## config.mk

```make
export PLATFORM = sky130hd
export DESIGN_NAME = slps_front
export DESIGN_NICKNAME = d
export VERILOG_FILES = /design/src/rtl/slps_pkg.sv /design/src/rtl/slps_front.sv
export VERILOG_INCLUDE_DIRS = /design/src /design/src/rtl
export SDC_FILE = /design/constraint.sdc
export NUM_CORES = 1
export LEC_CHECK = 0
export BUFFER_PORTS_ARGS = -buffer_cell sky130_fd_sc_hd__buf_4
export CAP_MARGIN = 20
export CELL_PAD_IN_SITES_DETAIL_PLACEMENT = 1
export CELL_PAD_IN_SITES_GLOBAL_PLACEMENT = 2
export CORE_AREA = 3 3 160 162
export DETAILED_ROUTE_END_ITERATION = 8
export DIE_AREA = 0 0 163 165
export MAX_ROUTING_LAYER = met4
export PLACE_DENSITY_LB_ADDON = 0.1
export SLEW_MARGIN = 15
export SYNTH_ARGS = -nofsm -noshare
export SYNTH_HDL_FRONTEND = slang
export SYNTH_SLANG_ARGS = --single-unit
```

## constraint.sdc

```tcl
create_clock -name i_clk -period 9.76 [get_ports i_clk]
set_input_delay 0.976 -clock i_clk [delete_from_list [all_inputs] [get_ports i_clk]]
set_output_delay 0.976 -clock i_clk [all_outputs]
set_load 0.02 [all_outputs]
```

## src/rtl/status_led_pattern_sequencer_defines.svh

```systemverilog
// Assertion macros shared by the sequencer RTL.
// Each macro expects i_clk and i_rst_n in the module that uses it.
`ifndef STATUS_LED_PATTERN_SEQUENCER_DEFINES_SVH
`define STATUS_LED_PATTERN_SEQUENCER_DEFINES_SVH

`ifndef NO_ASSERTIONS

`define SLPS_ASSERT_NOW(lbl, expr) \
    lbl: assert property (@(posedge i_clk) disable iff (!i_rst_n) (expr)) \
        else $error("invariant violated");

`define SLPS_ASSERT_NEXT(lbl, ante, cons) \
    lbl: assert property (@(posedge i_clk) disable iff (!i_rst_n) (ante) |=> (cons)) \
        else $error("next-cycle check violated");

`else

`define SLPS_ASSERT_NOW(lbl, expr)
`define SLPS_ASSERT_NEXT(lbl, ante, cons)

`endif

`endif

```

## src/rtl/slps_pkg.sv

```systemverilog
package slps_pkg;

    localparam int unsigned PIXEL_COUNT = 7;
    localparam int unsigned RING_SIZE   = PIXEL_COUNT - 1;
    localparam logic [2:0]  LAST_PIX    = 3'(PIXEL_COUNT - 1);
    localparam logic [2:0]  SPIN_LAST   = 3'(RING_SIZE - 1);

    // timing in milliseconds
    localparam int unsigned BOOT_MS         = 2000;
    localparam int unsigned SPIN_GAP_MS     = 60;
    localparam int unsigned FAULT_GAP_MS    = 10;
    localparam int unsigned OPER_PERIOD_MS  = 1000;
    localparam int unsigned OPER_ON_MS      = 100;
    localparam int unsigned OPER_LOW_BEG_MS = 200;
    localparam int unsigned OPER_LOW_END_MS = 220;
    localparam int unsigned BRAKE_FLASH_MS  = 500;
    localparam int unsigned BRAKE_SLOT_MS   = 100;
    localparam int unsigned BRAKE_ON_MS     = 50;
    localparam int unsigned FAULT_BLINK_MS  = 125;

    // intensities
    localparam logic [7:0] LVL_FULL = 8'd255;
    localparam logic [7:0] LVL_LOW  = 8'd25;
    localparam logic [7:0] LVL_DIM  = 8'd38;

    // quarter-wave sine polynomial, Q30
    localparam logic [30:0] SIN_A = 31'd1686629713;
    localparam logic [30:0] SIN_B = 31'd693598668;
    localparam logic [30:0] SIN_C = 31'd85569306;
    localparam logic [30:0] SIN_D = 31'd5026997;
    localparam logic [30:0] SIN_E = 31'd172273;

    // floor(v * 15 / 100) == (v * 78645) >> 19 for v up to 255
    localparam logic [16:0] LVL_SCALE_MUL   = 17'd78645;
    localparam int unsigned LVL_SCALE_SHIFT = 19;

    typedef enum logic [2:0] {
        ST_BOOT  = 3'd0,
        ST_BCAST = 3'd1,
        ST_CONN  = 3'd2,
        ST_OPER  = 3'd3,
        ST_BRAKE = 3'd4,
        ST_FAULT = 3'd5
    } t_state;

    // frame kind as classified at the front
    typedef enum logic [2:0] {
        K_BLANK,
        K_OPER,
        K_BRAKE,
        K_FAULT,
        K_BOOT,
        K_BCAST,
        K_CONN
    } t_kind;

    // frame kind as drawn at the back
    typedef enum logic [2:0] {
        F_SOLID,
        F_FAULT,
        F_BOOT,
        F_BCAST,
        F_CONN
    } t_fkind;

    typedef struct packed {
        t_kind      kind;
        logic [7:0] red;
        logic [2:0] step;
    } t_desc;

    typedef struct packed {
        t_fkind     kind;
        logic [7:0] lvl;
        logic [2:0] step;
        logic [7:0] brth;
    } t_frame;

    typedef struct packed {
        logic [2:0] idx;
        logic [7:0] red;
        logic [7:0] green;
        logic [7:0] blue;
        logic       last;
    } t_pixel;

    function automatic logic [7:0] trail_level(input logic [2:0] pos);
        logic [7:0] lv;
        case (pos)
            3'd0:    lv = 8'd38;
            3'd1:    lv = 8'd13;
            3'd2:    lv = 8'd4;
            3'd3:    lv = 8'd2;
            3'd4:    lv = 8'd1;
            default: lv = 8'd0;
        endcase
        return lv;
    endfunction

endpackage

```

## src/rtl/slps_front.sv

```systemverilog
`include "status_led_pattern_sequencer_defines.svh"

module slps_front #(
    parameter int unsigned QUEUE_DEPTH = 8
) (
    input  logic            i_clk,
    input  logic            i_rst_n,
    input  logic            i_enable,
    input  logic            i_tvalid,
    output logic            o_tready,
    input  logic [31:0]     i_now,
    input  logic            i_connected,
    input  logic            i_streaming,
    input  logic            i_braking,
    input  logic            i_fault,
    input  logic [7:0]      i_led_mode,
    input  logic            i_pop,
    output logic            o_vld,
    output slps_pkg::t_desc o_desc,
    output logic [31:0]     o_now
);
    import slps_pkg::*;

    localparam int unsigned CNT_W       = $clog2(QUEUE_DEPTH + 1);
    localparam int unsigned BRAKE_SLOTS = BRAKE_FLASH_MS / BRAKE_SLOT_MS;

    t_state      r_state, n_state, ns;
    logic [31:0] r_frame_ms, n_frame_ms;
    logic [2:0]  r_step, n_step;
    logic [31:0] r_brake_ms, n_brake_ms;
    logic [CNT_W-1:0] r_pend, n_pend;
    logic        r_vld, n_vld;
    t_desc       r_desc, n_desc;
    logic [31:0] r_now;

    logic        accept, changed, emit, brake_dark;
    logic [31:0] eff_frame, brk_start, gap, dlt;
    logic [2:0]  eff_step;

    assign o_tready = (r_pend != CNT_W'(QUEUE_DEPTH));
    assign accept   = i_tvalid && o_tready;

    always_comb begin
        if (i_fault)                  ns = ST_FAULT;
        else if (i_braking)           ns = ST_BRAKE;
        else if (i_now < 32'(BOOT_MS)) ns = ST_BOOT;
        else if (!i_connected)        ns = ST_BCAST;
        else if (!i_streaming)        ns = ST_CONN;
        else                          ns = ST_OPER;

        changed   = (ns != r_state);
        eff_frame = changed ? '0 : r_frame_ms;
        eff_step  = changed ? '0 : r_step;
        brk_start = (changed && ns == ST_BRAKE) ? i_now : r_brake_ms;
        gap       = i_now - eff_frame;
        dlt       = i_now - brk_start;

        // dark half of each flash slot during the opening burst
        brake_dark = 1'b0;
        for (int j = 0; j < BRAKE_SLOTS; j++) begin
            if (dlt[8:0] >= 9'(j * BRAKE_SLOT_MS + BRAKE_ON_MS) &&
                dlt[8:0] <  9'((j + 1) * BRAKE_SLOT_MS)) begin
                brake_dark = 1'b1;
            end
        end
        brake_dark = brake_dark && (dlt < 32'(BRAKE_FLASH_MS));

        n_state    = r_state;
        n_frame_ms = r_frame_ms;
        n_step     = r_step;
        n_brake_ms = r_brake_ms;
        emit       = 1'b0;
        n_desc     = '{kind: K_BLANK, red: '0, step: '0};

        if (accept && i_enable) begin
            if (i_led_mode == '0) begin
                emit = 1'b1;
            end else begin
                n_state    = ns;
                n_frame_ms = eff_frame;
                n_step     = eff_step;
                n_brake_ms = brk_start;
                unique case (ns) inside
                    ST_OPER: begin
                        emit        = 1'b1;
                        n_desc.kind = K_OPER;
                    end
                    ST_BRAKE: begin
                        emit        = 1'b1;
                        n_desc.kind = K_BRAKE;
                        n_desc.red  = brake_dark ? '0 : LVL_FULL;
                    end
                    ST_FAULT: begin
                        if (gap >= 32'(FAULT_GAP_MS)) begin
                            emit        = 1'b1;
                            n_frame_ms  = i_now;
                            n_desc.kind = K_FAULT;
                        end
                    end
                    ST_BOOT, ST_BCAST, ST_CONN: begin
                        if (gap >= 32'(SPIN_GAP_MS)) begin
                            emit        = 1'b1;
                            n_frame_ms  = i_now;
                            n_step      = (eff_step == SPIN_LAST) ? '0 : eff_step + 3'd1;
                            n_desc.step = eff_step;
                            n_desc.kind = (ns == ST_BOOT)  ? K_BOOT :
                                          (ns == ST_BCAST) ? K_BCAST : K_CONN;
                        end
                    end
                    default: ;
                endcase
            end
        end

        n_vld  = accept && emit;
        n_pend = r_pend + CNT_W'(n_vld) - CNT_W'(i_pop);
    end

    always_ff @(posedge i_clk) begin
        if (!i_rst_n) begin
            r_state    <= ST_BOOT;
            r_frame_ms <= '0;
            r_step     <= '0;
            r_brake_ms <= '0;
            r_pend     <= '0;
            r_vld      <= 1'b0;
        end else begin
            r_state    <= n_state;
            r_frame_ms <= n_frame_ms;
            r_step     <= n_step;
            r_brake_ms <= n_brake_ms;
            r_pend     <= n_pend;
            r_vld      <= n_vld;
        end
    end

    always_ff @(posedge i_clk) begin
        r_desc <= n_desc;
        r_now  <= i_now;
    end

    assign o_vld  = r_vld;
    assign o_desc = r_desc;
    assign o_now  = r_now;

    `SLPS_ASSERT_NOW(a_pend_bound, r_pend <= CNT_W'(QUEUE_DEPTH))
    `SLPS_ASSERT_NEXT(a_emit_needs_accept, !(i_tvalid && o_tready), !r_vld)

endmodule

```

* Word-level counts from Yosys, hierarchy flattened *
Index checks and enable logic that the tools add are counted.

word-level totals
  flip-flop bits (word level) = 121
  output and inout bits = 48
  word-level logic and storage cells = 90

operators by class
  $lt $le $gt $ge = 14
  equal/unequal tests = 8
  multiplexer cells = 30
  add/subtract/negate cells = 5
  bitwise gates (word level) = 5
  reduce and logical (&&, ||, !) cells = 18

operators by type and width
  cell                    number
  $mux W32                4
  $pmux W32 S2            1
  $sub A32 B32 Y32        2
  $ge A32 B4 Y1 const B   1
  $ge A32 B6 Y1 const B   1
  $lt A32 B11 Y1 const B  1
  $lt A32 B9 Y1 const B   1
  $lt A9 B9 Y1 const B    3
  $mux W3                 9
  $ge A9 B8 Y1 const B    2
  $ge A9 B9 Y1 const B    2
  $pmux W3 S4             1
  $logic_and A1 B1 Y1     10
  $mux W1                 10
  $eq A3 B3 Y1 const B    3
  $ge A9 B6 Y1 const B    1
  $lt A9 B7 Y1 const B    1
  $lt A9 B8 Y1 const B    1
  $logic_not A8 Y1        1
  $mux W8                 1
  $eq A3 B2 Y1 const B    2
  $mux W2                 3
  $reduce_or A3 Y1        2
  $not A1 Y1              5
  other kinds (11)        12

* Longest topological paths before layout *
  depth in word-level cells = 18
  mapped depth = 30
  depth with buffers taken out = 26

* Least setup slack after synthesis *
Ideal clock, no wire load.

  kind = input-to-reg
  start = in i_now[20]
  end = reg r_pend[3]
  path buffers = 5
  path slack = 2.191 ns
  arrival time = 7.441 ns
  stages on the path = 30
  path through = nor4_1 nand2_1 or3_1 clkbuf_2 o311ai_1 o21a_1 clkbuf_1 clkbuf_1 clkbuf_1 nand2_1 ha_1 clkbuf_1 a21oi_1 o21ai_0 a221o_1 a41o_1 o21ai_0 a31oi_1 xnor2_1 or4_4 nor3_4 nor2b_2 o41ai_1 ha_1 inv_1 ha_1 a21o_1 a21oi_1 xor2_1 nor2_1

on the way
  longest elaborated chain between the ends = 15

ends and longest elaborated chain
  item                                            line                                 source
  from (decl)                                     slps_front.sv:11                     input logic [31:0] i_now,
  $lt A32 B11 Y1                                  slps_front.sv:46                     else if (i_now < 32'(BOOT_MS)) ns = ST_BOOT;
  $mux W3                                         slps_front.sv:46
  $mux W3                                         slps_front.sv:45                     else if (i_braking) ns = ST_BRAKE;
  $mux W3                                         slps_front.sv:44                     if (i_fault) ns = ST_FAULT;
  $ne A3 B3 Y1                                    slps_front.sv:51                     changed = (ns != r_state);
  $mux W32                                        slps_front.sv:52                     eff_frame = changed ? '0 : r_frame_ms;
  $sub A32 B32 Y32                                slps_front.sv:55                     gap = i_now - eff_frame;
  $ge A32 B6 Y1 or $ge A32 B4 Y1 (tied branches)  slps_front.sv:101, slps_front.sv:94
  $mux W1 (on tied branches)                      slps_front.sv:101, slps_front.sv:94
  $pmux W1 S3 (*)                                 slps_front.sv:83                     unique case (ns) inside
  $mux W1 (*)                                     slps_front.sv:76                     if (i_led_mode == '0) begin
  $mux W1 (*)                                     slps_front.sv:75                     if (accept && i_enable) begin
  $logic_and A1 B1 Y1 (*)                         slps_front.sv:115                    n_vld = accept && emit;
  $add A4 B1 Y4 (*)                               slps_front.sv:116                    n_pend = r_pend + CNT_W'(n_vld) - CNT_W'(i_pop);
  $sub A4 B1 Y4 (*)                               slps_front.sv:116
  to (signal assigned)                            slps_front.sv:132                    r_pend <= n_pend;
  to (decl)                                       slps_front.sv:31                     logic [CNT_W-1:0] r_pend, n_pend;

Mark *: on every way between the ends. The rest lies on a longest branch, timed or not.
A chain may end at the register's enable or synchronous reset.

* Worst setup path after layout *
  start = in i_now[22]
  end = reg r_pend[3]

The elaborated chain is that of the path after synthesis.

==> qor.csv <==
metric;value;unit
Synth Cell Area;8740;um2
period utilisation layout;0.858;
uppermost layer routed;met4;
Mapped Nets;1215;
first-pass GRT wire length;49800;um
Num CTS Buffers;17;
Clock Skew;0.0110;ns
commonest non-fill, non-tap cell in the layout;dfxtp_1;
clock sinks;114;
power share of the clock group;0.347;
Setup Fix Bufs, Post-CTS;0;
antenna viol nets, final;0;
Main synth FF type;dfxtp_1;
worst slew pin tran;0.975;ns
CTS Hold Bufs;0;
n_diodes;0;
die area;26900;um2
reg-to-reg slack, setup;3.01;ns
Post-Route Utilization;0.422;
Int Pwr;0.00109;W
Sw Ratio;0.373;
kind of critical path;in -> reg;
crit start category;input port;
total global routing overflow;0;
row count;57;
met2 wire len;13900;um
Post-synth EDFFs;0;
GP Congestion;0.851;
clock-pin transition on the worst setup and hold timing paths;0.06;ns
RSZ-0062 raised after global routing;no;
core area;24200;um2
Crit path max-delay family;compound AO/OA/AOI/OAI gates;
area grow syn2layout;17.1;%
relative slew slack;0.342;
Worst Path Buf+Inv;3;
CP Max Fanout;19;
Worst Setup End Kind;flop;
max-cap viol count;0;
Gate Count Post-Synth;1096;
Max Slew Vio Count;0;
Met3 Wirelength;1300;um
Routed WL per cell;21.1;um
Synth cell types;82;
Tmin final;8.37;ns
net switching power figure;0.000647;W
Max Clk Rate;0.119;GHz
vias in the first global route;8543;
initial antenna violation count;0;
Post-CTS Resized;0;
Iteration-0 DRC Markers;460;
Syn Area/Cell;7.97;um2
Hold Path Class;reg -> reg;
largest net degree at the start of global routing;74;
# DRC;0;
Nets;1276;
setup TNS;0;ns
Pwr Density;170;nW/um2
Crit path top cell by count;ha_1;
Critical Path AT;8.66;ns
Port Buffers;96;
vias per inst;5.87;
routed vias;8767;
Sequential Power Share;0.303;
CTS tree;done;
Clock Path Buffers;2;
Top-Level Pins;97;
clock root cell;clkbuf_16;
most frequent cells in the layout;114 x dfxtp_1, 108 x buf_4, 96 x nand2_1;
Slowest Stage Delay on Critical Path;0.67;ns
drt total wl;31600;um
final hold vios;0;
drt pass-1 iters;5;
required time worst endpoint;10.05;ns
DP Wirelength;23800;um
Synth Register Bits;114;
Initial Util;0.360;
combinational fraction of design power;0.351;
asr flop ratio synth;0;
Syn. warnings;0;
# setup viols final;0;
# H-tree levels;4;
wl on met1;15800;um
global-route usage over all layers;0.243;
Die Width;163;um
sequential-to-total area share from yosys stat;0.261;
CP max stage cell;o21a_1;
worst skew pair latency;0.42;ns
die height;165;um
layout cells sized above 1;0.144;
outcome;complete, no violations;
Leak;3.97;nW
VDD IR-drop max;101;uV
==> state kept, by name, indices dropped and copies added (netlist names) <==
signal / cells
r_state: 3
r_frame_ms: 32
o_desc: 7
r_step: 3
r_brake_ms: 32
o_now: 32
r_pend: 4
o_vld: 1
==> cells in the mapped netlist (21+ instances only) <==
cell,n,share of area
a211oi_1,43,0.037
a21oi_1,79,0.045
a32o_1,25,0.029
clkbuf_1,51,0.022
dfxtp_1,114,0.26
ha_1,67,0.096
inv_1,40,0.017
mux2i_1,37,0.042
nand2_1,96,0.041
nand2b_1,24,0.017
nand3_1,29,0.017
nand4_1,26,0.019
nor2_1,88,0.038
nor3_1,21,0.012
o21ai_0,58,0.033
==> metal layers <==
| layer | vias to the layer above | global-route usage |
|---|---|---|
| met5 | - | - |
| met3 | 34 | 0.0344 |
| met2 | 209 | 0.374 |
| met4 | 0 | 0.0669 |
| met1 | 4256 | 0.336 |
| li1 | 4268 | - |
==> stage by stage <==
step,hold slack [ns],worst slack [ns],instances,power [W],instance area [um2]
6_report,0.457,1.39,1494,0.00173,10200
2_1_floorplan,0.434,2.19,1096,0.000948,8740
5_1_grt,0.496,0.824,1494,0.00184,10200
4_1_cts,0.459,1.45,1494,0.00175,10200
3_5_place_dp,0.451,1.02,1462,0.00113,9670
3_3_place_gp,0.455,1.03,1462,0.00113,9670
==> layout make-up <==
type | count | area, um2
multi-input cells | 876 | 6020
flip-flops and latches | 114 | 2280
fillers | 2948 | 14000
inverters | 40 | 150
repair buffers | 108 | 811
well taps | 324 | 405
clock inverters | 14 | 133
clock buffers | 18 | 429
==> path summary, 6_finish.rpt <==
path                                   start                         end  cells after the start
hold / removal    r_brake_ms[0]$_SDFFE_PN0P_  r_brake_ms[0]$_SDFFE_PN0P_                      2
setup / recovery                   i_now[22]        r_pend[3]$_SDFF_PN0_                     27
setup reg to reg     r_state[2]$_SDFFE_PN0P_        r_pend[3]$_SDFF_PN0_                     25
hold reg to reg   r_brake_ms[0]$_SDFFE_PN0P_  r_brake_ms[0]$_SDFFE_PN0P_                      2
==> logic make-up after synthesis <==
logic type,synth area share
adder cells (fa/ha/maj),0.103
AND/OR/NAND/NOR,0.224
flip-flops,0.261
AO/OA/AOI/OAI,0.286
multiplexers,0.0475
buffers and inverters,0.0508
XOR/XNOR,0.0281
==> worst min-delay path, cell delays in order, from the launching register on <==
cell and delay, ns:
dfxtp_1 0.31, nand2_1 0.05, a21oi_1 0.05
==> power groups by stage <==
stage | clock network (W) | registers (W) | logic (W)
after floorplan | 0 | 0.000539 | 0.000409
after global placement | 0 | 0.000533 | 0.000596
after detailed placement | 0 | 0.000534 | 0.000601
after CTS | 0.000615 | 0.000524 | 0.000606
after global routing | 0.000639 | 0.000529 | 0.000676
final | 0.000601 | 0.000524 | 0.000608
No activity file was read; power rests on OpenSTA's default activity.
