<file path="config.mk">
export PLATFORM = sky130hd
export DESIGN_NAME = slps_fifo
export DESIGN_NICKNAME = d
export VERILOG_FILES = /design/src/rtl/slps_pkg.sv /design/src/rtl/slps_fifo.sv
export VERILOG_INCLUDE_DIRS = /design/src /design/src/rtl
export SDC_FILE = /design/constraint.sdc
export NUM_CORES = 1
export LEC_CHECK = 0
export ABC_CLOCK_PERIOD_IN_PS = 5220
export BUFFER_PORTS_ARGS = -buffer_cell sky130_fd_sc_hd__buf_4
export CORE_ASPECT_RATIO = 0.9
export CORE_MARGIN = 5
export CORE_UTILIZATION = 57
export DETAILED_ROUTE_END_ITERATION = 6
export PLACE_DENSITY = 0.76
export SLEW_MARGIN = 10
export SYNTH_ARGS = -nofsm -noshare
export SYNTH_HDL_FRONTEND = slang
export SYNTH_SLANG_ARGS = --single-unit
</file>
<file path="constraint.sdc">
create_clock -name i_clk -period 5.22 [get_ports i_clk]
set_input_delay 0.261 -clock i_clk [delete_from_list [all_inputs] [get_ports i_clk]]
set_output_delay 0.261 -clock i_clk [all_outputs]
set_load 0.05 [all_outputs]
</file>
<file path="src/rtl/status_led_pattern_sequencer_defines.svh">
// Assertion macros shared by the sequencer RTL.
// Each macro expects i_clk and i_rst_n in the module that uses it.
`ifndef STATUS_LED_PATTERN_SEQUENCER_DEFINES_SVH
`define STATUS_LED_PATTERN_SEQUENCER_DEFINES_SVH

`ifndef NO_ASSERTIONS

`define SLPS_ASSERT_NOW(lbl, expr) \
    lbl: assert property (@(posedge i_clk) disable iff (!i_rst_n) (expr)) \
        else $error("invariant violated");

`define SLPS_ASSERT_NEXT(lbl, ante, cons) \
    lbl: assert property (@(posedge i_clk) disable iff (!i_rst_n) (ante) |=> (cons)) \
        else $error("next-cycle check violated");

`else

`define SLPS_ASSERT_NOW(lbl, expr)
`define SLPS_ASSERT_NEXT(lbl, ante, cons)

`endif

`endif

</file>
<file path="src/rtl/slps_pkg.sv">
package slps_pkg;

    localparam int unsigned PIXEL_COUNT = 7;
    localparam int unsigned RING_SIZE   = PIXEL_COUNT - 1;
    localparam logic [2:0]  LAST_PIX    = 3'(PIXEL_COUNT - 1);
    localparam logic [2:0]  SPIN_LAST   = 3'(RING_SIZE - 1);

    // timing in milliseconds
    localparam int unsigned BOOT_MS         = 2000;
    localparam int unsigned SPIN_GAP_MS     = 60;
    localparam int unsigned FAULT_GAP_MS    = 10;
    localparam int unsigned OPER_PERIOD_MS  = 1000;
    localparam int unsigned OPER_ON_MS      = 100;
    localparam int unsigned OPER_LOW_BEG_MS = 200;
    localparam int unsigned OPER_LOW_END_MS = 220;
    localparam int unsigned BRAKE_FLASH_MS  = 500;
    localparam int unsigned BRAKE_SLOT_MS   = 100;
    localparam int unsigned BRAKE_ON_MS     = 50;
    localparam int unsigned FAULT_BLINK_MS  = 125;

    // intensities
    localparam logic [7:0] LVL_FULL = 8'd255;
    localparam logic [7:0] LVL_LOW  = 8'd25;
    localparam logic [7:0] LVL_DIM  = 8'd38;

    // quarter-wave sine polynomial, Q30
    localparam logic [30:0] SIN_A = 31'd1686629713;
    localparam logic [30:0] SIN_B = 31'd693598668;
    localparam logic [30:0] SIN_C = 31'd85569306;
    localparam logic [30:0] SIN_D = 31'd5026997;
    localparam logic [30:0] SIN_E = 31'd172273;

    // floor(v * 15 / 100) == (v * 78645) >> 19 for v up to 255
    localparam logic [16:0] LVL_SCALE_MUL   = 17'd78645;
    localparam int unsigned LVL_SCALE_SHIFT = 19;

    typedef enum logic [2:0] {
        ST_BOOT  = 3'd0,
        ST_BCAST = 3'd1,
        ST_CONN  = 3'd2,
        ST_OPER  = 3'd3,
        ST_BRAKE = 3'd4,
        ST_FAULT = 3'd5
    } t_state;

    // frame kind as classified at the front
    typedef enum logic [2:0] {
        K_BLANK,
        K_OPER,
        K_BRAKE,
        K_FAULT,
        K_BOOT,
        K_BCAST,
        K_CONN
    } t_kind;

    // frame kind as drawn at the back
    typedef enum logic [2:0] {
        F_SOLID,
        F_FAULT,
        F_BOOT,
        F_BCAST,
        F_CONN
    } t_fkind;

    typedef struct packed {
        t_kind      kind;
        logic [7:0] red;
        logic [2:0] step;
    } t_desc;

    typedef struct packed {
        t_fkind     kind;
        logic [7:0] lvl;
        logic [2:0] step;
        logic [7:0] brth;
    } t_frame;

    typedef struct packed {
        logic [2:0] idx;
        logic [7:0] red;
        logic [7:0] green;
        logic [7:0] blue;
        logic       last;
    } t_pixel;

    function automatic logic [7:0] trail_level(input logic [2:0] pos);
        logic [7:0] lv;
        case (pos)
            3'd0:    lv = 8'd38;
            3'd1:    lv = 8'd13;
            3'd2:    lv = 8'd4;
            3'd3:    lv = 8'd2;
            3'd4:    lv = 8'd1;
            default: lv = 8'd0;
        endcase
        return lv;
    endfunction

endpackage

</file>
<file path="src/rtl/slps_fifo.sv">
`include "status_led_pattern_sequencer_defines.svh"

module slps_fifo #(
    parameter int unsigned DEPTH = 8
) (
    input  logic             i_clk,
    input  logic             i_rst_n,
    input  logic             i_push,
    input  slps_pkg::t_frame i_data,
    input  logic             i_pop,
    output slps_pkg::t_frame o_data,
    output logic             o_empty
);
    import slps_pkg::*;

    localparam int unsigned PTR_W = (DEPTH > 1) ? $clog2(DEPTH) : 1;
    localparam int unsigned CNT_W = $clog2(DEPTH + 1);

    t_frame           r_mem [DEPTH];
    logic [PTR_W-1:0] r_wr, r_rd;
    logic [CNT_W-1:0] r_count;
    logic             full;

    assign full    = (r_count == CNT_W'(DEPTH));
    assign o_empty = (r_count == '0);
    assign o_data  = r_mem[r_rd];

    always_ff @(posedge i_clk) begin
        if (i_push) begin
            r_mem[r_wr] <= i_data;
        end
    end

    always_ff @(posedge i_clk) begin
        if (!i_rst_n) begin
            r_wr    <= '0;
            r_rd    <= '0;
            r_count <= '0;
        end else begin
            if (i_push) begin
                r_wr <= (r_wr == PTR_W'(DEPTH - 1)) ? '0 : r_wr + PTR_W'(1);
            end
            if (i_pop) begin
                r_rd <= (r_rd == PTR_W'(DEPTH - 1)) ? '0 : r_rd + PTR_W'(1);
            end
            r_count <= r_count + CNT_W'(i_push) - CNT_W'(i_pop);
        end
    end

    `SLPS_ASSERT_NOW(a_no_overflow, !(i_push && full))
    `SLPS_ASSERT_NOW(a_no_underflow, !(i_pop && o_empty))

endmodule

</file>
Word level (Yosys, flattened, before mapping)
Memories as Yosys holds them, arrays and structs flattened. A register that Yosys moved wholly into a read port is not among the register bits. Index checks and enable logic that the tools add are counted.

Bits in writable memories: 176. Output and inout bits: 23. Register bits after elaboration: 10. Memories: 1. Logic and storage cells: 17.

Memories: r_mem (words 8, bits a word 22, read ports 1, clocked after memory_dff 1, write ports 1, line slps_fifo.sv:19) `t_frame r_mem [DEPTH];`.

Equality and inequality tests: 2. Multiplexer cells: 6. Reductions and logical operators: 1. Add/subtract/negate cells: 4.

Operators with widths (count): 3-bit 2-to-1 mux (4); 3-bit by 1-bit adder with 3-bit output, second input constant (2); 3-bit == test, second input constant (2); 4-bit by 1-bit adder with 4-bit output (1); 4-bit logical NOT (1); 4-bit by 1-bit subtractor with 4-bit output (1); 1-bit 2-to-1 mux (2).

Logic depth before layout (Yosys ltp)
Gate-level depths: netlist (run 1).

Depth after elaboration: 4. Mapped depth: 7. Mapped depth without buffers: 7.

Least setup slack after synthesis (run 1)
No wires, ideal clock.

Path type: register to register. Start: reg r_wr[0]. End: mem r_mem[0][0] in the netlist's numbering, enable pin. Period minus slack after synthesis: 2.477 ns. Path buffers: 0. Cell stages (with the launch flop): 3. Setup time: 0.429 ns. Data required time: 4.791 ns. Arrival: 2.048 ns. Path slack: 2.743 ns. Cell sequence: dfxtp_1 > nand2b_1 > nor3_1.

RTL lines: start: declaration (line slps_fifo.sv:20) `logic [PTR_W-1:0] r_wr, r_rd;`; start signal: assignment (line slps_fifo.sv:41) `r_wr <= (r_wr == PTR_W'(DEPTH - 1)) ? '0 : r_wr + PTR_W'(1);`; end: declaration (line slps_fifo.sv:19).

Straight into the memory's write port.

==> impl_metrics.json, run 1 <==
{
  "nNetsFinal": 419,
  "ys.flop_type": "edfxtp_1",
  "drt-total-wl_um": 12600,
  "cts_setup_buffers": 0,
  "final-max-slew-violation-count": 0,
  "ir_drop_v": 0.000314,
  "drt_pass1_iterations": 4,
  "cp-end-kind": "output pin",
  "maxCapViolCount": 0,
  "postLayoutCellArea_mm2": 0.00855,
  "yosysMostFrequentCell": "edfxtp_1",
  "min_path_type": "in -> reg",
  "gr-total-overflow": 0,
  "maxSlewHeadroom_pct": 29.9,
  "yosys-top-cells-count": "edfxtp_1, mux4_1, mux2_2",
  "grt_setup_unrepaired": "no",
  "placedCellCount": 528,
  "grt_max_degree": 45,
  "syn_nets": 361,
  "wl_per_cell_um": 22.5,
  "die_width_um": 130,
  "drc_errors": 0,
  "synth_area_leaders": "edfxtp_1, mux4_1, dfxtp_1",
  "post-route-min-period_ns": 3.06,
  "fin_cells": 558,
  "num_antenna_cells": 0,
  "antenna_found_initial": 0,
  "dr.first_iter.drc_count": 303,
  "cts.sinks": 189,
  "place_congestion": 0.677,
  "synth_cells": 325,
  "cts_htree_levels": 4,
  "post-route-period-util_pct": 58.6,
  "cts_tree": "done",
  "cp-start-kind": "flop",
  "rr_startpoint": "r_wr[2]$_SDFFE_PN0P_",
  "min_from": "i_data[13]",
  "seqCellArea_mm2": 0.00555,
  "drive_gt1_share_pct": 28.9,
  "multi_input_area_mm2": 0.00180,
  "portBuffers": 48,
  "area_growth_pct": 15.5,
  "fin_tns_setup_ns": 0,
  "synth_top_area_cell": "edfxtp_1",
  "die_h_um": 118,
  "cts_made_buffers": 17,
  "place_area_mm2": 0.00797,
  "p_leak_nw": 2.88,
  "synth_edf_count": 176,
  "row_count": 39,
  "num-fill-cells": 816,
  "finClkSkew_ns": 0.00830,
  "clockBufferDepth": 2,
  "grt_pass1_wl_um": 19100,
  "arrival_ns": 2.80,
  "synth_top_area_share_pct": 71.4,
  "worstPathMaxFanout": 26,
  "vias": 3278,
  "yosysWarnings": 0,
  "cts.reportedPaths.clkPinSlew_ns": 0.06,
  "hold_viol_final": 0,
  "core_mm2": 0.0127,
  "outcome": "complete, no violations",
  "fin_ws_ns": 2.16,
  "yosysSeqAreaShare_pct": 74.9,
  "ctsResizeCount": 0,
  "root_buffer": "clkbuf_16",
  "power.density_mw_per_mm2": 391,
  "hpwl_um": 6900,
  "synthArstFlopShare_pct": 0,
  "initial_core_util_pct": 58.1,
  "worst_ep_required_time_ns": 4.96,
  "worst_pin_slew_ns": 1.05,
  "holdBufCountCts": 0,
  "die_area_mm2": 0.0154,
  "syn_avg_cell_area_um2": 22.8,
  "synth.distinct_cells": 27,
  "synth_area_mm2": 0.00740,
  "track_usage_pct": 17.4,
  "finalSetupViolations": 0,
  "ios": 49,
  "insertion_delay_ns": 0.42,
  "grt_pass1_vias": 3335,
  "ys_seq_elements": 189,
  "crit_type": "reg -> out",
  "fmax_ghz": 0.327,
  "via_per_inst": 5.87,
  "post-route-util_pct": 67.2,
  "ant_nets": 0,
  "place_ws_ns": 2.57
}
-- sequential cells by signal (all words and copies together) (netlist names), named ones only --
| register | count |
|---|---|
| r_mem | 176 |
| r_count | 4 |
| r_rd | 3 |
| r_wr | 3 |
-- where the power goes --
group	internal [mW]	switching, mW
clock	0.791	0.495
combinational	0.140	0.204
sequential	1.70	0.0176
total	2.63	0.717
-- through the flow --
stage	hold slack (ns)	power, mW
floorplan	0.360	1.99
global placement	0.489	2.08
detailed placement	0.497	2.10
CTS	0.0530	3.37
global route	0.0494	3.46
finish	0.0721	3.35
-- logic make-up (layout without fill, tap and decap cells) --
group                      Yosys count  after routing  share of synthesized area, %
xor gates and xnor gates             1              1                         0.118
DFF                                189            189                          74.9
and+or+nand+nor                     29             29                          2.03
adders and majority gates           10             10                          1.79
muxes                               69             69                          19.1
AOI/OAI and AO/OA                    6              6                         0.507
buffers and inverters               21             90                          1.59
-- per-layer routing --
| metal | GRT usage [%] | up-vias | share of wire [%] |
|---|---|---|---|
| li1 | - | 1487 | - |
| met1 | 23.9 | 1686 | 44 |
| met2 | 26.3 | 96 | 49 |
| met3 | 6.35 | 9 | 6.1 |
| met4 | 5.45 | 0 | 0.83 |
| met5 | 0 | - | 0 |
-- layout by cell type (no fill, tap or decap), types with 3 or more instances in the layout --
master / synthesis / final
and2_1: 6 / 6
buf_4: 0 / 52
bufinv_16: 0 / 4
clkbuf_1: 4 / 4
clkbuf_16: 0 / 17
dfxtp_1: 13 / 11
edfxtp_1: 176 / 176
ha_1: 9 / 9
inv_1: 8 / 8
mux2_2: 22 / 22
mux2i_1: 3 / 3
mux4_1: 38 / 38
mux4_2: 6 / 6
nand2_1: 6 / 6
nand2b_1: 4 / 4
nor2_4: 0 / 6
nor2b_1: 3 / 3
-- worst max-delay path, stage by stage, from the launching register on --
cell and delay, ns:
dfxtp_2 0.73, buf_4 0.52, mux4_1 0.63, mux2_2 0.31, buf_4 0.20
-- area by class of cell --
class / instances / share of cell area [%]
Sequential cell: 189 / 64.9
Inverter: 8 / 0.351
Tap cell: 164 / 2.40
Multi-Input combinational cell: 115 / 21.0
Clock buffer: 21 / 5.15
Clock inverter: 9 / 1.70
Timing Repair Buffer: 52 / 4.56
-- worst paths after layout --
check / cells past startpoint / slack [ns] / end
setup / recovery: 4 / 2.16 / o_data[15]
hold / removal: 1 / 0.07 / r_mem[7][13]$_DFFE_PP_
hold reg to reg: 2 / 0.56 / flop
setup reg to reg: 2 / 3.45 / r_mem[4][18]$_DFFE_PP_
Power figures use the tool's default switching activity.
==> run 2: changes to the inputs <==
- ABC_CLOCK_PERIOD_IN_PS: 5220 -> 3000
- clock period: 5.22 -> 3 ns (I/O delays scaled with it)
==> impl_metrics.json, run 2 (same netlist as run 1, synthesis figures left out) <==
{
  "p_leak_nw": 3.03,
  "ctsResizeCount": 0,
  "hpwl_um": 7600,
  "largest_reg_flops": 176,
  "grt_max_degree": 35,
  "clkPwrFrac_pct": 37.5,
  "finalSetupViolations": 0,
  "num_antenna_cells": 0,
  "grt_pass1_vias": 3669,
  "switchingPower_mw": 1.34,
  "switching_share_pct": 23.1,
  "area_growth_pct": 19.6,
  "maxCapViolCount": 0,
  "core_mm2": 0.0127,
  "post-route-period-util_pct": 85.3,
  "combPwrFrac_pct": 11.1,
  "critPathSlowestCell": "dfxtp_2",
  "portBuffers": 48,
  "r2r_cells": 3,
  "drt-total-wl_um": 13100,
  "wl_per_cell_um": 22.0,
  "drive_gt1_share_pct": 30.1,
  "cts_htree_levels": 4,
  "clockBufferDepth": 2,
  "antenna_found_initial": 0,
  "outcome": "complete, no violations",
  "cpPeakStageDelay_ns": 0.60,
  "ir_drop_v": 0.000522,
  "fmax_ghz": 0.391,
  "row_count": 39,
  "cp-start-kind": "flop",
  "drt_pass1_iterations": 5,
  "power_frac_seq_pct": 51.4,
  "cts.reportedPaths.clkPinSlew_ns": 0.06,
  "maxSlewHeadroom_pct": 52.8,
  "gr-total-overflow": 0,
  "nNetsFinal": 452,
  "arrival_ns": 2.41,
  "crit_type": "reg -> out",
  "die_width_um": 130,
  "root_buffer": "clkbuf_16",
  "worst_pin_slew_ns": 0.704,
  "largest-register": "r_mem",
  "ios": 49,
  "grt_setup_unrepaired": "no",
  "final_common_cell": "edfxtp_1",
  "postLayoutCellArea_mm2": 0.00885,
  "worst_ep_required_time_ns": 2.85,
  "vias": 3444,
  "finClkSkew_ns": 0.00887,
  "ant_nets": 0,
  "via_per_inst": 5.81,
  "final-max-slew-violation-count": 0,
  "p_int_mw": 4.45,
  "insertion_delay_ns": 0.42,
  "die_h_um": 118,
  "place_area_mm2": 0.00805,
  "largestRegisters": "r_mem x176, r_count x4",
  "cp-end-kind": "output pin",
  "die_area_mm2": 0.0154,
  "cp_common_cell": "buf_4",
  "fin_tns_setup_ns": 0,
  "post-route-min-period_ns": 2.56,
  "min_path_type": "in -> reg",
  "dr.first_iter.drc_count": 262,
  "cts.sinks": 189,
  "initial_core_util_pct": 58.1,
  "cp_cell_sequence": "buf_4 > mux4_1 > mux2_2 > buf_4",
  "power.density_mw_per_mm2": 654,
  "place_congestion": 0.707,
  "final_cell_mix": "edfxtp_1, buf_4, mux4_1",
  "holdPathStages": 3,
  "worstPathMaxFanout": 13,
  "hold_viol_final": 0,
  "cts_made_buffers": 17,
  "grt_pass1_wl_um": 20600,
  "drc_errors": 0,
  "cts_tree": "done",
  "track_usage_pct": 18.4
}
==> run 2: area by class of cell <==
cell class	instances	area [µm²]
Fill cell	764	3880
Sequential cell	189	5550
Tap cell	164	205
Multi-Input combinational cell	115	1770
Clock inverter	13	140
Clock buffer	19	433
Timing Repair Buffer	85	733
Inverter	8	30.0
==> run 2: worst max-delay path: cells and delay by family (launching register included) <==
kind / cells / cell delay (ns)
buffers and inverters: 2 / 0.51
DFF: 1 / 0.60
muxes: 2 / 0.86
==> run 2: worst paths after layout <==
| path | start | to | slack (ns) |
|---|---|---|---|
| worst max-delay path | flop | o_data[1] | 0.44 |
| worst min-delay path | i_push | r_wr[2]$_SDFFE_PN0P_ | 0.05 |
| worst max register to register | r_wr[0]$_SDFFE_PN0P_ | r_mem[0][12]$_DFFE_PP_ | 1.24 |
| worst min register to register | r_rd[2]$_SDFFE_PN0P_ | flop | 0.54 |
==> run 2: power by group through the flow <==
stage                     logic [mW]  registers (mW)  clock network [mW]
after CTS                      0.651            2.98                2.20
after detailed placement       0.624            3.04                   0
after global placement         0.603            3.03                   0
after global routing           0.692            2.98                2.32
after floorplan                0.430            3.03                   0
final                          0.641            2.98                2.17
==> run 2: stage by stage <==
stage / cells / hold slack (ns) / utilization (%) / worst slack (ns) / power, mW
after floorplan: 325 / 0.249 / - / 0.523 / 3.45
after global placement: 538 / 0.380 / 63.2 / 0.911 / 3.64
after detailed placement: 538 / 0.389 / 63.2 / 0.885 / 3.66
after CTS: 593 / 0.0417 / 69.5 / 0.416 / 5.83
after global routing: 593 / 0.0666 / 69.5 / 0.366 / 6.00
final: 593 / 0.0531 / 69.5 / 0.441 / 5.79
==> run 2: timing repair <==
item | CTS | global route
hold buffers | 23 | 0
hold endpoints to repair | 178 | 0
setup buffers | 0 | 0
==> run 2: metal layers <==
metal | track usage (%) | wire length [µm] | up-vias
li1 | - | - | 1549
met1 | 25.7 | 5630 | 1780
met2 | 29.0 | 6520 | 105
met3 | 4.49 | 805 | 10
met4 | 5.91 | 112 | 0
met5 | 0 | 0 | -
==> run 3: changes to the inputs <==
- ABC_AREA: unset -> 1
- PLACE_DENSITY: 0.76 -> 0.75
==> impl_metrics.json, run 3 <==
{
  "outcome": "complete, no violations",
  "synthArstFlopShare_pct": 0,
  "cpPeakStageDelay_ns": 0.58,
  "place_congestion": 0.790,
  "min_path_type": "in -> reg",
  "p_leak_nw": 4.49,
  "yosysSeqAreaShare_pct": 66.8,
  "arrival_ns": 2.24,
  "largestRegisters": "r_mem x176, r_count x4",
  "postLayoutCellArea_mm2": 0.00965,
  "multi_input_area_mm2": 0.00186,
  "cts.reportedPaths.clkPinSlew_ns": 0.06,
  "maxSlewHeadroom_pct": 38.0,
  "die_h_um": 124,
  "insertion_delay_ns": 0.44,
  "via_per_inst": 4.96,
  "synth_edf_count": 176,
  "row_count": 41,
  "syn_avg_cell_area_um2": 9.82,
  "die_area_mm2": 0.0171,
  "critPathSlowestCell": "buf_4",
  "clockBufferDepth": 2,
  "hpwl_um": 9740,
  "cp_cell_sequence": "buf_4 > nand2_1 > nand3_1 > nand2_1 > nand2_1 > nand2_1 > buf_4",
  "grt_pass1_wl_um": 27300,
  "yosysMostFrequentCell": "nand2_1",
  "syn_nets": 881,
  "cts_tree": "done",
  "largest_reg_flops": 176,
  "nNetsFinal": 956,
  "yosys-top-cells-count": "nand2_1, inv_1, edfxtp_1",
  "ys_seq_elements": 189,
  "place_area_mm2": 0.00886,
  "grt_pass1_vias": 5447,
  "portBuffers": 48,
  "gr-total-overflow": 0,
  "crit_buf_inv": 2,
  "grt_max_degree": 59,
  "synth_cells": 845,
  "die_width_um": 137,
  "synth_area_mm2": 0.00830,
  "drt-total-wl_um": 16800,
  "dr.first_iter.drc_count": 495,
  "ios": 49,
  "track_usage_pct": 20.7,
  "finClkSkew_ns": 0.00738,
  "synth_top_area_cell": "edfxtp_1",
  "antenna_found_initial": 0,
  "drt_pass1_iterations": 5,
  "final_common_cell": "nand2_1",
  "synth_area_leaders": "edfxtp_1, nand2_1, inv_1",
  "final_cell_mix": "nand2_1, inv_1, edfxtp_1",
  "cts_htree_levels": 4,
  "holdBufCountCts": 24,
  "maxCapViolCount": 0,
  "finalSetupViolations": 0,
  "cpLargestDelayFamily": "buffers and inverters",
  "cts_setup_buffers": 0,
  "core_mm2": 0.0142,
  "cts_made_buffers": 17,
  "fin_tns_setup_ns": 0,
  "power.density_mw_per_mm2": 625,
  "num-fill-cells": 1084,
  "drive_gt1_share_pct": 11.1,
  "vias": 5581,
  "wl_per_cell_um": 15.0,
  "worst_pin_slew_ns": 0.928,
  "ys.flop_type": "edfxtp_1",
  "cp_common_cell": "nand2_1",
  "post-route-min-period_ns": 2.39,
  "post-route-period-util_pct": 79.7,
  "hold_viol_final": 0,
  "seqCellArea_mm2": 0.00555,
  "worst_ep_required_time_ns": 2.85,
  "grt_setup_unrepaired": "no",
  "cp-end-kind": "output pin",
  "area_growth_pct": 16.3,
  "root_buffer": "clkbuf_16",
  "cts.sinks": 189,
  "synth_top_area_share_pct": 63.7,
  "initial_core_util_pct": 58.6,
  "fmax_ghz": 0.418,
  "ir_drop_v": 0.000413,
  "synth.distinct_cells": 19,
  "largest-register": "r_mem",
  "drc_errors": 0,
  "crit_type": "reg -> out",
  "ant_nets": 0,
  "cp-start-kind": "flop",
  "ctsResizeCount": 0,
  "final-max-slew-violation-count": 0,
  "num_antenna_cells": 0,
  "worstPathMaxFanout": 58,
  "yosysWarnings": 0
}
run 3: worst paths after layout:
| path | cells after the start | endpoint | startpoint | slack (ns) |
|---|---|---|---|---|
| setup / recovery | 7 | o_data[13] | flop | 0.61 |
| hold / removal | 4 | flop | i_pop | 0.05 |
| setup reg to reg | 3 | r_mem[5][7]$_DFFE_PP_ | r_wr[0]$_SDFFE_PN0P_ | 1.03 |
| hold reg to reg | 2 | flop | r_rd[1]$_SDFFE_PN0P_ | 0.49 |
run 3: layout make-up:
| cell class | count | share of cell area, % |
|---|---|---|
| multi-input combinational | 429 | 19.3 |
| sequential | 189 | 57.5 |
| clock buffer | 17 | 4.41 |
| inverter | 195 | 7.58 |
| clock inverter | 14 | 1.32 |
| tap | 193 | 2.50 |
| timing repair buffer | 88 | 7.47 |
run 3: tightest hold or removal path, stage by stage:
cell	delay, ns
buf_4	0.10
inv_1	0.06
nand2_1	0.05
a21oi_1	0.07
run 3: layer usage:
layer	share of wire, %	vias up	track usage [%]	wire [µm]
met5	0	-	0	0
met1	43	2634	28.0	7210
met2	49	156	33.1	8220
met3	6.1	26	4.24	1020
li1	-	2765	-	-
met4	2.2	0	7.98	362
run 3: power breakdown:
| part | switching (mW) | total [mW] | internal (mW) |
|---|---|---|---|
| logic | 0.617 | 0.898 | 0.281 |
| clock network | 0.927 | 2.13 | 1.21 |
| registers | 0.0304 | 3.00 | 2.97 |
run 3: kinds of logic (layout without fill, tap and decap cells):
family / after synthesis / after routing / synth area share, %
AOI/OAI and AO/OA: 9 / 9 / 0.573
xor gates and xnor gates: 1 / 1 / 0.106
adders and majority gates: 10 / 10 / 1.60
buffers and inverters: 227 / 314 / 11.0
DFF: 189 / 189 / 66.8
and+or+nand+nor: 409 / 409 / 19.9
run 3: stage by stage:
step / setup WS (ns) / cells / power (mW) / hold slack (ns) / utilization, %
after detailed placement: 1.04 / 1070 / 3.94 / 0.391 / 62.6
final: 0.608 / 1125 / 6.03 / 0.0493 / 68.2
after global placement: 1.08 / 1070 / 3.91 / 0.387 / 62.6
after global routing: 0.398 / 1125 / 6.26 / 0.0634 / 68.2
after floorplan: 1.18 / 845 / 3.67 / 0.243 / -
after CTS: 0.592 / 1125 / 6.06 / 0.0387 / 68.2
